==> src/rtl/pslt_pkg.sv <==
// Shared constants and register codes of the packet sequence loss tracker.
`timescale 1ns / 1ps
package pslt_pkg;

  localparam int unsigned SEQ_W  = 64;
  localparam int unsigned LEN_W  = 17;
  localparam int unsigned INCR_W = 16;
  localparam int unsigned HALF_W = SEQ_W / 2;

  localparam logic [SEQ_W-1:0] NONE_SEEN = {SEQ_W{1'b1}};

  localparam logic REG_WAIT_PPS = 1'b0;
  localparam logic REG_INCR     = 1'b1;

endpackage

==> src/rtl/pslt_divider.sv <==
// Iterative restoring divider of a 64-bit dividend by a 16-bit divisor, one bit a cycle.
`timescale 1ns / 1ps
module pslt_divider (
  input  logic                            clk_i,
  input  logic                            rst_ni,
  input  logic                            start_i,
  input  logic [pslt_pkg::SEQ_W-1:0]      dividend_i,
  input  logic [pslt_pkg::INCR_W-1:0]     divisor_i,
  output logic                            done_o,
  output logic [pslt_pkg::SEQ_W-1:0]      quotient_o
);

  localparam int unsigned CNT_W = $clog2(pslt_pkg::SEQ_W);
  localparam logic [CNT_W-1:0] LAST_STEP = CNT_W'(pslt_pkg::SEQ_W - 1);

  logic                          busy_q, busy_d;
  logic                          done_q, done_d;
  logic [CNT_W-1:0]              cnt_q, cnt_d;
  logic [pslt_pkg::SEQ_W-1:0]    quot_q, quot_d;
  logic [pslt_pkg::INCR_W-1:0]   rem_q, rem_d;
  logic [pslt_pkg::INCR_W-1:0]   div_q, div_d;
  logic [pslt_pkg::INCR_W:0]     rem_shift;
  logic [pslt_pkg::INCR_W:0]     rem_sub;
  logic                          fits;

  assign rem_shift = {rem_q, quot_q[pslt_pkg::SEQ_W-1]};
  assign fits      = rem_shift >= {1'b0, div_q};
  assign rem_sub   = rem_shift - {1'b0, div_q};

  always_comb begin
    busy_d = busy_q;
    done_d = 1'b0;
    cnt_d  = cnt_q;
    quot_d = quot_q;
    rem_d  = rem_q;
    div_d  = div_q;
    if (start_i) begin
      busy_d = 1'b1;
      cnt_d  = '0;
      quot_d = dividend_i;
      rem_d  = '0;
      div_d  = divisor_i;
    end else if (busy_q) begin
      quot_d = {quot_q[pslt_pkg::SEQ_W-2:0], fits};
      rem_d  = fits ? rem_sub[pslt_pkg::INCR_W-1:0] : rem_shift[pslt_pkg::INCR_W-1:0];
      cnt_d  = cnt_q + CNT_W'(1);
      if (cnt_q == LAST_STEP) begin
        busy_d = 1'b0;
        done_d = 1'b1;
      end
    end
  end

  always_ff @(posedge clk_i or negedge rst_ni) begin
    if (!rst_ni) begin
      busy_q <= 1'b0;
      done_q <= 1'b0;
      cnt_q  <= '0;
    end else begin
      busy_q <= busy_d;
      done_q <= done_d;
      cnt_q  <= cnt_d;
    end
  end

  always_ff @(posedge clk_i) begin
    quot_q <= quot_d;
    rem_q  <= rem_d;
    div_q  <= div_d;
  end

  assign done_o     = done_q;
  assign quotient_o = quot_q;

endmodule

==> src/rtl/pslt_multiplier.sv <==
// Multiplier of a 64-bit count by a 17-bit length modulo 2^64, on one shared 32x17 unit.
`timescale 1ns / 1ps
module pslt_multiplier (
  input  logic                          clk_i,
  input  logic                          rst_ni,
  input  logic                          start_i,
  input  logic [pslt_pkg::SEQ_W-1:0]    count_i,
  input  logic [pslt_pkg::LEN_W-1:0]    length_i,
  output logic                          done_o,
  output logic [pslt_pkg::SEQ_W-1:0]    product_o
);

  localparam int unsigned HW = pslt_pkg::HALF_W;
  localparam int unsigned PW = HW + pslt_pkg::LEN_W;

  localparam logic [1:0] PH_IDLE = 2'd0;
  localparam logic [1:0] PH_LO   = 2'd1;
  localparam logic [1:0] PH_HI   = 2'd2;
  localparam logic [1:0] PH_SUM  = 2'd3;

  logic [1:0]                     phase_q, phase_d;
  logic                           done_q, done_d;
  logic [pslt_pkg::SEQ_W-1:0]     cnt_q;
  logic [pslt_pkg::LEN_W-1:0]     len_q;
  logic [PW-1:0]                  lo_q;
  logic [HW-1:0]                  hi_q;
  logic [pslt_pkg::SEQ_W-1:0]     prod_q;
  logic [HW-1:0]                  op_a;
  logic [PW-1:0]                  partial;

  assign op_a    = (phase_q == PH_HI) ? cnt_q[pslt_pkg::SEQ_W-1:HW] : cnt_q[HW-1:0];
  assign partial = {{pslt_pkg::LEN_W{1'b0}}, op_a} * {{HW{1'b0}}, len_q};

  always_comb begin
    phase_d = phase_q;
    done_d  = 1'b0;
    case (phase_q)
      PH_IDLE: begin
        if (start_i) begin
          phase_d = PH_LO;
        end
      end
      PH_LO:  phase_d = PH_HI;
      PH_HI:  phase_d = PH_SUM;
      PH_SUM: begin
        phase_d = PH_IDLE;
        done_d  = 1'b1;
      end
      default: phase_d = PH_IDLE;
    endcase
  end

  always_ff @(posedge clk_i or negedge rst_ni) begin
    if (!rst_ni) begin
      phase_q <= PH_IDLE;
      done_q  <= 1'b0;
    end else begin
      phase_q <= phase_d;
      done_q  <= done_d;
    end
  end

  always_ff @(posedge clk_i) begin
    if (start_i && (phase_q == PH_IDLE)) begin
      cnt_q <= count_i;
      len_q <= length_i;
    end
    if (phase_q == PH_LO) begin
      lo_q <= partial;
    end
    if (phase_q == PH_HI) begin
      hi_q <= partial[HW-1:0];
    end
    if (phase_q == PH_SUM) begin
      prod_q <= {{(pslt_pkg::SEQ_W-PW){1'b0}}, lo_q} + {hi_q, {HW{1'b0}}};
    end
  end

  assign done_o    = done_q;
  assign product_o = prod_q;

endmodule

==> src/rtl/packet_sequence_loss_tracker.sv <==
// Top level of the packet sequence loss tracker with its sequencer and register port.
`timescale 1ns / 1ps
// Each request is one received packet, given by its 64-bit sequence counter and its byte
// length, and it yields exactly one result. The block takes one packet at a time and holds
// in_stall_o high while it works. A packet of length zero goes straight to its result, and
// after a gap the gap size comes from a divider that produces one quotient bit per cycle;
// while recording, the filler byte count is then formed on a shared 32x17 multiplier. A
// finished result waits in an output register, and the next packet may be taken meanwhile.
// The user must write configuration through the register port only while the block is
// idle; the block itself does not enforce this.
module packet_sequence_loss_tracker (
  input  logic                          clk_i,
  input  logic                          rst_ni,
  input  logic                          psel,
  input  logic                          penable,
  input  logic                          pwrite,
  input  logic [2:0]                    paddr,
  input  logic [31:0]                   pwdata,
  output logic [31:0]                   prdata,
  output logic                          pready,
  input  logic                          in_valid_i,
  output logic                          in_stall_o,
  input  logic [pslt_pkg::SEQ_W-1:0]    sequence_count_i,
  input  logic [pslt_pkg::LEN_W-1:0]    packet_length_i,
  output logic                          out_valid_o,
  input  logic                          out_stall_i,
  output logic                          stored_o,
  output logic                          pps_start_o,
  output logic                          gap_seen_o,
  output logic [pslt_pkg::SEQ_W-1:0]    missing_count_o,
  output logic [pslt_pkg::SEQ_W-1:0]    fill_count_o,
  output logic [pslt_pkg::SEQ_W-1:0]    lost_running_total_o,
  output logic [pslt_pkg::SEQ_W-1:0]    byte_running_total_o
);

  localparam int unsigned SW = pslt_pkg::SEQ_W;
  localparam int unsigned IW = pslt_pkg::INCR_W;

  localparam logic [2:0] ST_IDLE = 3'd0;
  localparam logic [2:0] ST_CHK  = 3'd1;
  localparam logic [2:0] ST_NUM  = 3'd2;
  localparam logic [2:0] ST_DIV  = 3'd3;
  localparam logic [2:0] ST_MUL  = 3'd4;
  localparam logic [2:0] ST_ACC  = 3'd5;
  localparam logic [2:0] ST_BYTE = 3'd6;
  localparam logic [2:0] ST_FIN  = 3'd7;

  logic [2:0]                     state_q, state_d;
  logic                           wait_pps_q;
  logic [IW-1:0]                  incr_cfg_q;
  logic                           rec_q;
  logic [SW-1:0]                  prev_q;
  logic [SW-1:0]                  lost_q;
  logic [SW-1:0]                  byte_q;
  logic [SW-1:0]                  curr_q;
  logic [pslt_pkg::LEN_W-1:0]     len_q;
  logic [IW-1:0]                  incr_q;
  logic [SW-1:0]                  diff_q;
  logic [SW-1:0]                  missing_q;
  logic                           pps_q;
  logic                           gap_q;
  logic                           out_valid_q;
  logic                           stored_q;
  logic                           pps_out_q;
  logic                           gap_out_q;
  logic [SW-1:0]                  missing_out_q;
  logic [SW-1:0]                  fill_out_q;
  logic [SW-1:0]                  lost_out_q;
  logic [SW-1:0]                  byte_out_q;

  logic                           cfg_write;
  logic                           in_accept;
  logic                           out_load;
  logic                           none_seen;
  logic                           behind;
  logic                           on_step;
  logic                           div_start;
  logic                           div_done;
  logic [SW-1:0]                  quotient;
  logic [SW-1:0]                  missing_calc;
  logic                           mul_start;
  logic                           mul_done;
  logic [SW-1:0]                  product;

  assign pready     = 1'b1;
  assign cfg_write  = psel && penable && pwrite && pready;
  assign in_stall_o = (state_q != ST_IDLE);
  assign in_accept  = in_valid_i && !in_stall_o;
  assign out_load   = (state_q == ST_FIN) && (!out_valid_q || !out_stall_i);

  assign none_seen    = (prev_q == pslt_pkg::NONE_SEEN);
  assign behind       = curr_q < prev_q;
  assign on_step      = (prev_q + {{(SW-IW){1'b0}}, incr_q}) == curr_q;
  assign div_start    = (state_q == ST_NUM);
  assign missing_calc = quotient - SW'(1);
  assign mul_start    = (state_q == ST_DIV) && div_done && rec_q;

  always_comb begin
    case (paddr[2])
      pslt_pkg::REG_WAIT_PPS: prdata = {31'd0, wait_pps_q};
      pslt_pkg::REG_INCR:     prdata = {{(32-IW){1'b0}}, incr_cfg_q};
      default:                prdata = '0;
    endcase
  end

  pslt_divider u_divider (
    .clk_i      (clk_i),
    .rst_ni     (rst_ni),
    .start_i    (div_start),
    .dividend_i (diff_q + {{(SW-IW){1'b0}}, incr_q - IW'(1)}),
    .divisor_i  (incr_q),
    .done_o     (div_done),
    .quotient_o (quotient)
  );

  pslt_multiplier u_multiplier (
    .clk_i     (clk_i),
    .rst_ni    (rst_ni),
    .start_i   (mul_start),
    .count_i   (missing_calc),
    .length_i  (len_q),
    .done_o    (mul_done),
    .product_o (product)
  );

  always_comb begin
    state_d = state_q;
    case (state_q)
      ST_IDLE: begin
        if (in_accept) begin
          state_d = ST_CHK;
        end
      end
      ST_CHK: begin
        if (len_q == '0) begin
          state_d = ST_FIN;
        end else if (!none_seen && !rec_q && behind) begin
          state_d = ST_BYTE;
        end else if (!none_seen && !on_step) begin
          state_d = ST_NUM;
        end else begin
          state_d = ST_BYTE;
        end
      end
      ST_NUM: state_d = ST_DIV;
      ST_DIV: begin
        if (div_done) begin
          state_d = rec_q ? ST_MUL : ST_ACC;
        end
      end
      ST_MUL: begin
        if (mul_done) begin
          state_d = ST_ACC;
        end
      end
      ST_ACC:  state_d = ST_BYTE;
      ST_BYTE: state_d = ST_FIN;
      ST_FIN: begin
        if (out_load) begin
          state_d = ST_IDLE;
        end
      end
      default: state_d = ST_IDLE;
    endcase
  end

  always_ff @(posedge clk_i or negedge rst_ni) begin
    if (!rst_ni) begin
      state_q     <= ST_IDLE;
      wait_pps_q  <= 1'b0;
      incr_cfg_q  <= IW'(1);
      rec_q       <= 1'b1;
      prev_q      <= pslt_pkg::NONE_SEEN;
      lost_q      <= '0;
      byte_q      <= '0;
      out_valid_q <= 1'b0;
    end else begin
      state_q <= state_d;
      if (cfg_write && (paddr[2] == pslt_pkg::REG_WAIT_PPS)) begin
        wait_pps_q <= pwdata[0];
        rec_q      <= !pwdata[0];
      end else if ((state_q == ST_CHK) && (len_q != '0) && !none_seen && !rec_q && behind) begin
        rec_q <= 1'b1;
      end
      if (cfg_write && (paddr[2] == pslt_pkg::REG_INCR)) begin
        incr_cfg_q <= pwdata[IW-1:0];
      end
      if (state_q == ST_ACC) begin
        lost_q <= lost_q + missing_q;
        if (rec_q) begin
          byte_q <= byte_q + product;
        end
      end
      if (state_q == ST_BYTE) begin
        prev_q <= curr_q;
        if (rec_q) begin
          byte_q <= byte_q + {{(SW-pslt_pkg::LEN_W){1'b0}}, len_q};
        end
      end
      if (out_load) begin
        out_valid_q <= 1'b1;
      end else if (!out_stall_i) begin
        out_valid_q <= 1'b0;
      end
    end
  end

  always_ff @(posedge clk_i) begin
    if (in_accept) begin
      curr_q <= sequence_count_i;
      len_q  <= packet_length_i;
      incr_q <= (incr_cfg_q == '0) ? IW'(1) : incr_cfg_q;
    end
    if (state_q == ST_CHK) begin
      diff_q    <= curr_q - prev_q;
      missing_q <= '0;
      pps_q     <= (len_q != '0) && !none_seen && !rec_q && behind;
      gap_q     <= (len_q != '0) && !none_seen && !(!rec_q && behind) && !on_step;
    end
    if ((state_q == ST_DIV) && div_done) begin
      missing_q <= missing_calc;
    end
    if (out_load) begin
      stored_q      <= rec_q && (len_q != '0);
      pps_out_q     <= pps_q;
      gap_out_q     <= gap_q;
      missing_out_q <= missing_q;
      fill_out_q    <= rec_q ? missing_q : '0;
      lost_out_q    <= lost_q;
      byte_out_q    <= byte_q;
    end
  end

  assign out_valid_o          = out_valid_q;
  assign stored_o             = stored_q;
  assign pps_start_o          = pps_out_q;
  assign gap_seen_o           = gap_out_q;
  assign missing_count_o      = missing_out_q;
  assign fill_count_o         = fill_out_q;
  assign lost_running_total_o = lost_out_q;
  assign byte_running_total_o = byte_out_q;

endmodule
==> config.mk <==
export PLATFORM = sky130hd
export DESIGN_NAME = packet_sequence_loss_tracker
export DESIGN_NICKNAME = d
export VERILOG_FILES = /design/src/rtl/pslt_pkg.sv /design/src/rtl/pslt_divider.sv /design/src/rtl/pslt_multiplier.sv /design/src/rtl/packet_sequence_loss_tracker.sv
export SDC_FILE = /design/constraint.sdc
export NUM_CORES = 2
export LEC_CHECK = 0
export BUFFER_PORTS_ARGS = -buffer_cell sky130_fd_sc_hd__buf_2
export CORE_AREA = 3 3 573 291
export CTS_CLUSTER_SIZE = 8
export DETAILED_ROUTE_END_ITERATION = 8
export DIE_AREA = 0 0 576 294
export SLEW_MARGIN = 25
export SYNTH_ARGS = -nofsm -noshare
export SYNTH_HDL_FRONTEND = slang
export SYNTH_SLANG_ARGS = --single-unit
==> constraint.sdc <==
create_clock -name clk_i -period 33.7 [get_ports clk_i]
set_input_delay 5.055 -clock clk_i [delete_from_list [all_inputs] [get_ports clk_i]]
set_output_delay 5.055 -clock clk_i [all_outputs]
set_load 0.1 [all_outputs]
Word-level counts from Yosys, hierarchy flattened. Cells that the tools add are included.

Bitwise gates (word level): 1. Reduce and logical (&&, ||, !) cells: 42. $mul: 1. Order comparisons: 2. Eq/ne operators: 19. Mux-type cells: 35. Add/sub/neg operators: 11.

Operators with widths (count): 2-to-1 mux 64 bit (8); adder 64 x 16 -> 64 bit (2); adder 64 bit (2); adder 49 x 64 -> 64 bit (1); adder 64 x 17 -> 64 bit (1); == test 64 bit (1); == test 64 bit (second input constant) (1); < comparator 64 bit (1); one-hot mux 32 bit (2 select lines) (1); subtractor 64 x 1 -> 64 bit (second input constant) (1); subtractor 64 bit (1); multiplier 32 x 17 -> 49 bit (1); 2-to-1 mux 32 bit (1); one-hot mux 3 bit (8 select lines) (1); logical AND 1 bit (23); 2-to-1 mux 3 bit (7); greater-or-equal comparator 17 x 16 -> 1 bit (1); logical NOT 17 bit (1); nonzero test 17 bit (1); logical NOT 16 bit (1); 2-to-1 mux 16 bit (1); subtractor 16 x 1 -> 16 bit (second input constant) (1); subtractor 16 bit (1); == test 3 bit (second input constant) (4); other kinds (20) (47).

Bits in registers: 1033. Output and inout bits: 294.

Logic depth before layout (Yosys ltp).
Depth after elaboration: 8. Gate-level depth with buffers: 31. Depth with buffers taken out: 28.

Hierarchy. Synthesis repeated with hierarchy kept, for this count alone.

Cells, all modules: 6773. Area, all modules: 71792.6 µm².

Modules (own cells, without submodules): packet_sequence_loss_tracker (area an instance 41024.3 µm², times used 1, cells an instance 3946, sequential area each 20031.7 µm²); pslt_multiplier (area an instance 25479.4 µm², times used 1, cells an instance 2404, sequential area each 6861.6 µm²); pslt_divider (area an instance 5288.8 µm², times used 1, cells an instance 423, sequential area each 2922.8 µm²).

Least setup slack after synthesis. OpenSTA, ideal clock, no wires.

Path type: input -> register. Start point: in out_stall_i. End point: reg byte_out_q[0] (netlist: byte_running_total_o[0]) (enable). Cell stages on the path: 1. Arrival time: 17.484 ns. Path slack: 15.252 ns. Library setup time: 0.964 ns. Buffers on the path: 0. Path through: a21oi_1.

Cells in the longest elaborated chain, start to end: 3.

RTL lines: start: declaration (line packet_sequence_loss_tracker.sv:26) `input logic out_stall_i,`; logical NOT 1 bit; logical OR 1 bit (line packet_sequence_loss_tracker.sv:89) `assign out_load = (state_q == ST_FIN) && (!out_valid_q || !out_stall_i);`; logical AND 1 bit (line packet_sequence_loss_tracker.sv:89); end signal: assignment (line packet_sequence_loss_tracker.sv:230) `byte_out_q <= byte_q;`; end: declaration (line packet_sequence_loss_tracker.sv:69) `logic [SW-1:0] byte_out_q;`.

No other way between the ends. A chain may end at the register's enable or synchronous reset.

Final worst setup path.
Start point: in paddr[2]. End point: out prdata[0].

Cells in the longest elaborated chain, start to end: 2.

RTL lines: start: declaration (line packet_sequence_loss_tracker.sv:17) `input logic [2:0] paddr,`; NOT 1 bit (line packet_sequence_loss_tracker.sv:99) `case (paddr[2])`; one-hot mux 32 bit (2 select lines) (*) (line packet_sequence_loss_tracker.sv:99); end: declaration (line packet_sequence_loss_tracker.sv:19) `output logic [31:0] prdata,`.

Every way passes the cells marked *; elsewhere a longest branch is shown, timed or not. The select of a mux whose other input is x is not followed.

==> reports/summary.log <==
[grt] gr ovfl total 0
[clock_tree] maximum clock path buffer count 4
[pwr] proportion of power drawn by flip-flops and latches 47.6%
[pwr] switching share of power 21.9%
[die] number of placement rows 104
[routing] First-pass DRT Iterations 6
[synth] post-synthesis area per instance 10.3 um^2
[grt] GRT Util Overall 24.2%
[final_layout] final design utilization 50.4%
[clock_tree] number of buffers inserted by post-CTS setup repair 0
[timing] normalized max-slew margin 27.5%
[pwr] internal power component 0.00226 W
[final_layout] filler-free cell count of the finished design 9637
[timing] Peak Freq 91.1 MHz
[pwr] switching power total 0.000636 W
[synth] synth warn 0
[critical_path] category of the worst setup path launch point input pin
[critical_path] Worst Setup End Kind output pin
[worst_hold_path] path category of the worst min-delay check flop to flop
[routing] DRC viols 0
[clock_tree] hold bufs inserted after CTS 0
[synth] part of the Yosys area used for sequential elements 41.1%
[synth] Top FF cell, synth edfxtp_1
[routing] vias per cell 5.47
[place] post-detail-place hpwl 157000 um
[grt] number of global-route vias before repair 51.7k
[die] horizontal die dimension 576 um
[pwr] LEAKAGE 33.1 nW
[critical_path] Crit Path Max Fanout 18
[critical_path] data required time of the critical path 28.64 ns
[routing] wire length per cell 21.4 um
[timing] measured slew at the worst slew-check pin 1.08 ns
[final_layout] Synth-to-Final Area Change 11.7%
[routing] overall routed net length 207000 um
[final_layout] Final #Nets 8332
[clock_tree] number of sinks on the clock net 1033
[timing] final-report setup violation count 0
[synth] mapped cell area 0.0726 mm^2
[place] I/O Buffers 381
[grt] pin count of the biggest net entering global routing 88
[place] placed instance count 9364
[run_status] outcome finished clean
[synth] share of synthesized flip-flops with an asynchronous set or reset 21.8%
[timing] clk_skew 0.0802 ns
[final_layout] fraction of layout instances using a drive strength above 1 10.8%
[timing] setup repair after global routing missed its margin no
[pwr] Logic pwr share 2.4%
[routing] total number of vias 52.7k
[grt] first-pass GRT wire length 316000 um
[pwr] PD cells 35.8 mW/mm^2
[timing] Fin Setup TNS 0 ns
[flow_run] Max-Cap Viols 0
[synth] post-synthesis cell count 7024
[routing] final antenna-violating net count 0
[die] die outline area 0.169 mm^2
[place] RePlAce Congestion 0.935
[critical_path] signal arrival time at the worst endpoint 5.93 ns
[die] Initial Utilization 45.1%
[clock_tree] clock latency at the later pin of the worst-skew pair 0.83 ns
[synth] number of different library cells in the post-synthesis netlist 105
[clock_tree] cts repair resizes 0
[synth] Post-synth EDFFs 792
[die] number of ports placed on the die boundary 417
[timing] clock period minus worst slack 10.98 ns
[die] Die Y-Extent 294 um
[clock_tree] clock-pin slew of the registers on the worst-case setup and hold paths 0.05 ns
[routing] number of design-rule violations left by the first detailed-router iteration 4286
[clock_tree] cell chosen for the clock root clkbuf_16
[clock_tree] number of buffers created by CTS 156
[pwr] worst vdd ir 0.0355 mV
[grt] initial antenna violation count 6
[timing] max-slew violations 0
[timing] hold violation count in the final report 0
[clock_tree] CTS tree yes
[synth] synthesized flop and latch total 1033
[timing] ratio of final minimum period to clock period 32.6%
[die] area of the core 0.161 mm^2
[critical_path] Crit Path Class input pin to output pin
[pwr] portion of total power attributed to the clock network 50.0%
[clock_tree] Clock H-tree levels 4
## through the flow
stage	instance area [um^2]	total power, W	setup slack [ns]	hold WS [ns]
2_1_floorplan	72700	0.00145	15.25	0.400
3_3_place_gp	76600	0.00147	22.73	0.400
3_5_place_dp	76700	0.00147	22.72	0.405
4_1_cts	81100	0.00294	22.71	0.367
5_1_grt	81100	0.00300	22.66	0.382
6_report	81100	0.00290	22.72	0.367
## worst paths after layout
| check | start | end | slack (ns) | cells past startpoint |
|---|---|---|---|---|
| min in group asynchronous | rst_ni | incr_cfg_q[9] | 4.26 | 1 |
| worst max register to register | u_multiplier.phase_q[0] | u_multiplier.lo_q[44] | 24.19 | 26 |
| worst max-delay path | paddr[2] | prdata[0] | 22.72 | 3 |
| worst min register to register | u_multiplier.lo_q[12] | u_multiplier.product_o[12] | 0.37 | 0 |
| max in group asynchronous | rst_ni | byte_q[32] | 26.65 | 4 |
| worst min-delay path | u_multiplier.lo_q[12] | u_multiplier.product_o[12] | 0.37 | 0 |
## layout make-up
cell class                      count  area [um^2]
Clock inverter                      8         91.3
Sequential cell                  1033        29800
Timing Repair Buffer              439         2360
Multi-Input combinational cell   5016        39100
Inverter                          703         2640
Fill cell                       14800        80000
Clock buffer                      263         4360
Tap cell                         2173         2720
Antenna cell                        2         5.00
## logic make-up (layout without fill, tap and decap cells)
group / count (synthesis) / count (layout) / share of synthesized area [%]
xor+xnor: 495 / 495 / 5.97
mux: 72 / 72 / 1.08
other cells: 2 / 19 / 0.0103
fa+ha+maj: 860 / 860 / 19.5
buf+inv: 990 / 1413 / 5.24
flops: 1033 / 1033 / 41.1
simple gates: 2185 / 2185 / 15.1
compound gates: 1387 / 1387 / 12.0
## cells in the mapped netlist (96+ instances only)
master	number	area share (%)
inv_1	701	3.6
nor2_1	307	1.6
fa_1	457	13
nand4_1	96	0.83
nand3_1	129	0.89
o21ai_0	370	2.6
a21o_1	197	2.0
xor2_1	184	2.2
dfrtp_1	159	5.5
nor3_1	99	0.68
nand2_1	794	4.1
edfxtp_1	792	33
and2_1	401	3.5
xnor2_1	311	3.8
ha_1	403	6.9
a21oi_1	367	2.5
clkbuf_1	245	1.3
## per-layer routing
metal	wire, um	vias to the layer above	GRT usage [%]
li1	-	24900	-
met1	92800	25900	34.0
met2	97200	1530	39.7
met3	11600	300	3.28
met4	5050	0	6.06
met5	0	-	0
## state kept, by name, indices dropped and copies added (netlist names), 16 cells and up
register / cells
u_multiplier.lo_q: 49
u_multiplier.cnt_q: 64
len_q: 17
curr_q: 64
u_multiplier.len_q: 17
diff_q: 64
prev_q: 64
byte_running_total_o: 64
lost_q: 64
u_multiplier.hi_q: 32
byte_q: 64
u_multiplier.product_o: 64
u_divider.quotient_o: 64
u_divider.div_q: 16
incr_cfg_q: 16
missing_count_o: 64
lost_running_total_o: 64
fill_count_o: 64
missing_q: 64
u_divider.rem_q: 16
incr_q: 16
## cells in the final DEF (no fill, tap or decap), drive strengths merged, types with 17 or more instances in the layout
cell      n
and4     26
buf     439
dfstp    66
xnor2   311
nand4    96
or4      23
nand3   132
inv     706
nand2   796
a21o    197
nor2b    45
o21bai   48
fa      457
and3     68
o21ai   402
mux2i    20
o21a     42
nor3    104
a21oi   368
xor2    184
a211oi   63
and2    401
conb     17
dfrtp   159
mux2     52
ha      403
o31ai    22
o211ai   17
nand2b   45
edfxtp  792
nor2    309
or3      33
a31oi    49
clkbuf  263
nor4     50
## worst max-delay path, cell delays in order
cell and delay [ns]:
buf_2 0.22, mux2_2 0.36, buf_2 0.29
## power groups by stage
stage          clock [W]  sequential (W)  combinational [W]
2_1_floorplan          0         0.00140          0.0000530
3_3_place_gp           0         0.00140          0.0000705
3_5_place_dp           0         0.00140          0.0000713
4_1_cts          0.00149         0.00138          0.0000715
5_1_grt          0.00155         0.00138          0.0000759
6_report         0.00145         0.00138          0.0000704
Note: power is estimated with default switching activity, not from simulation.
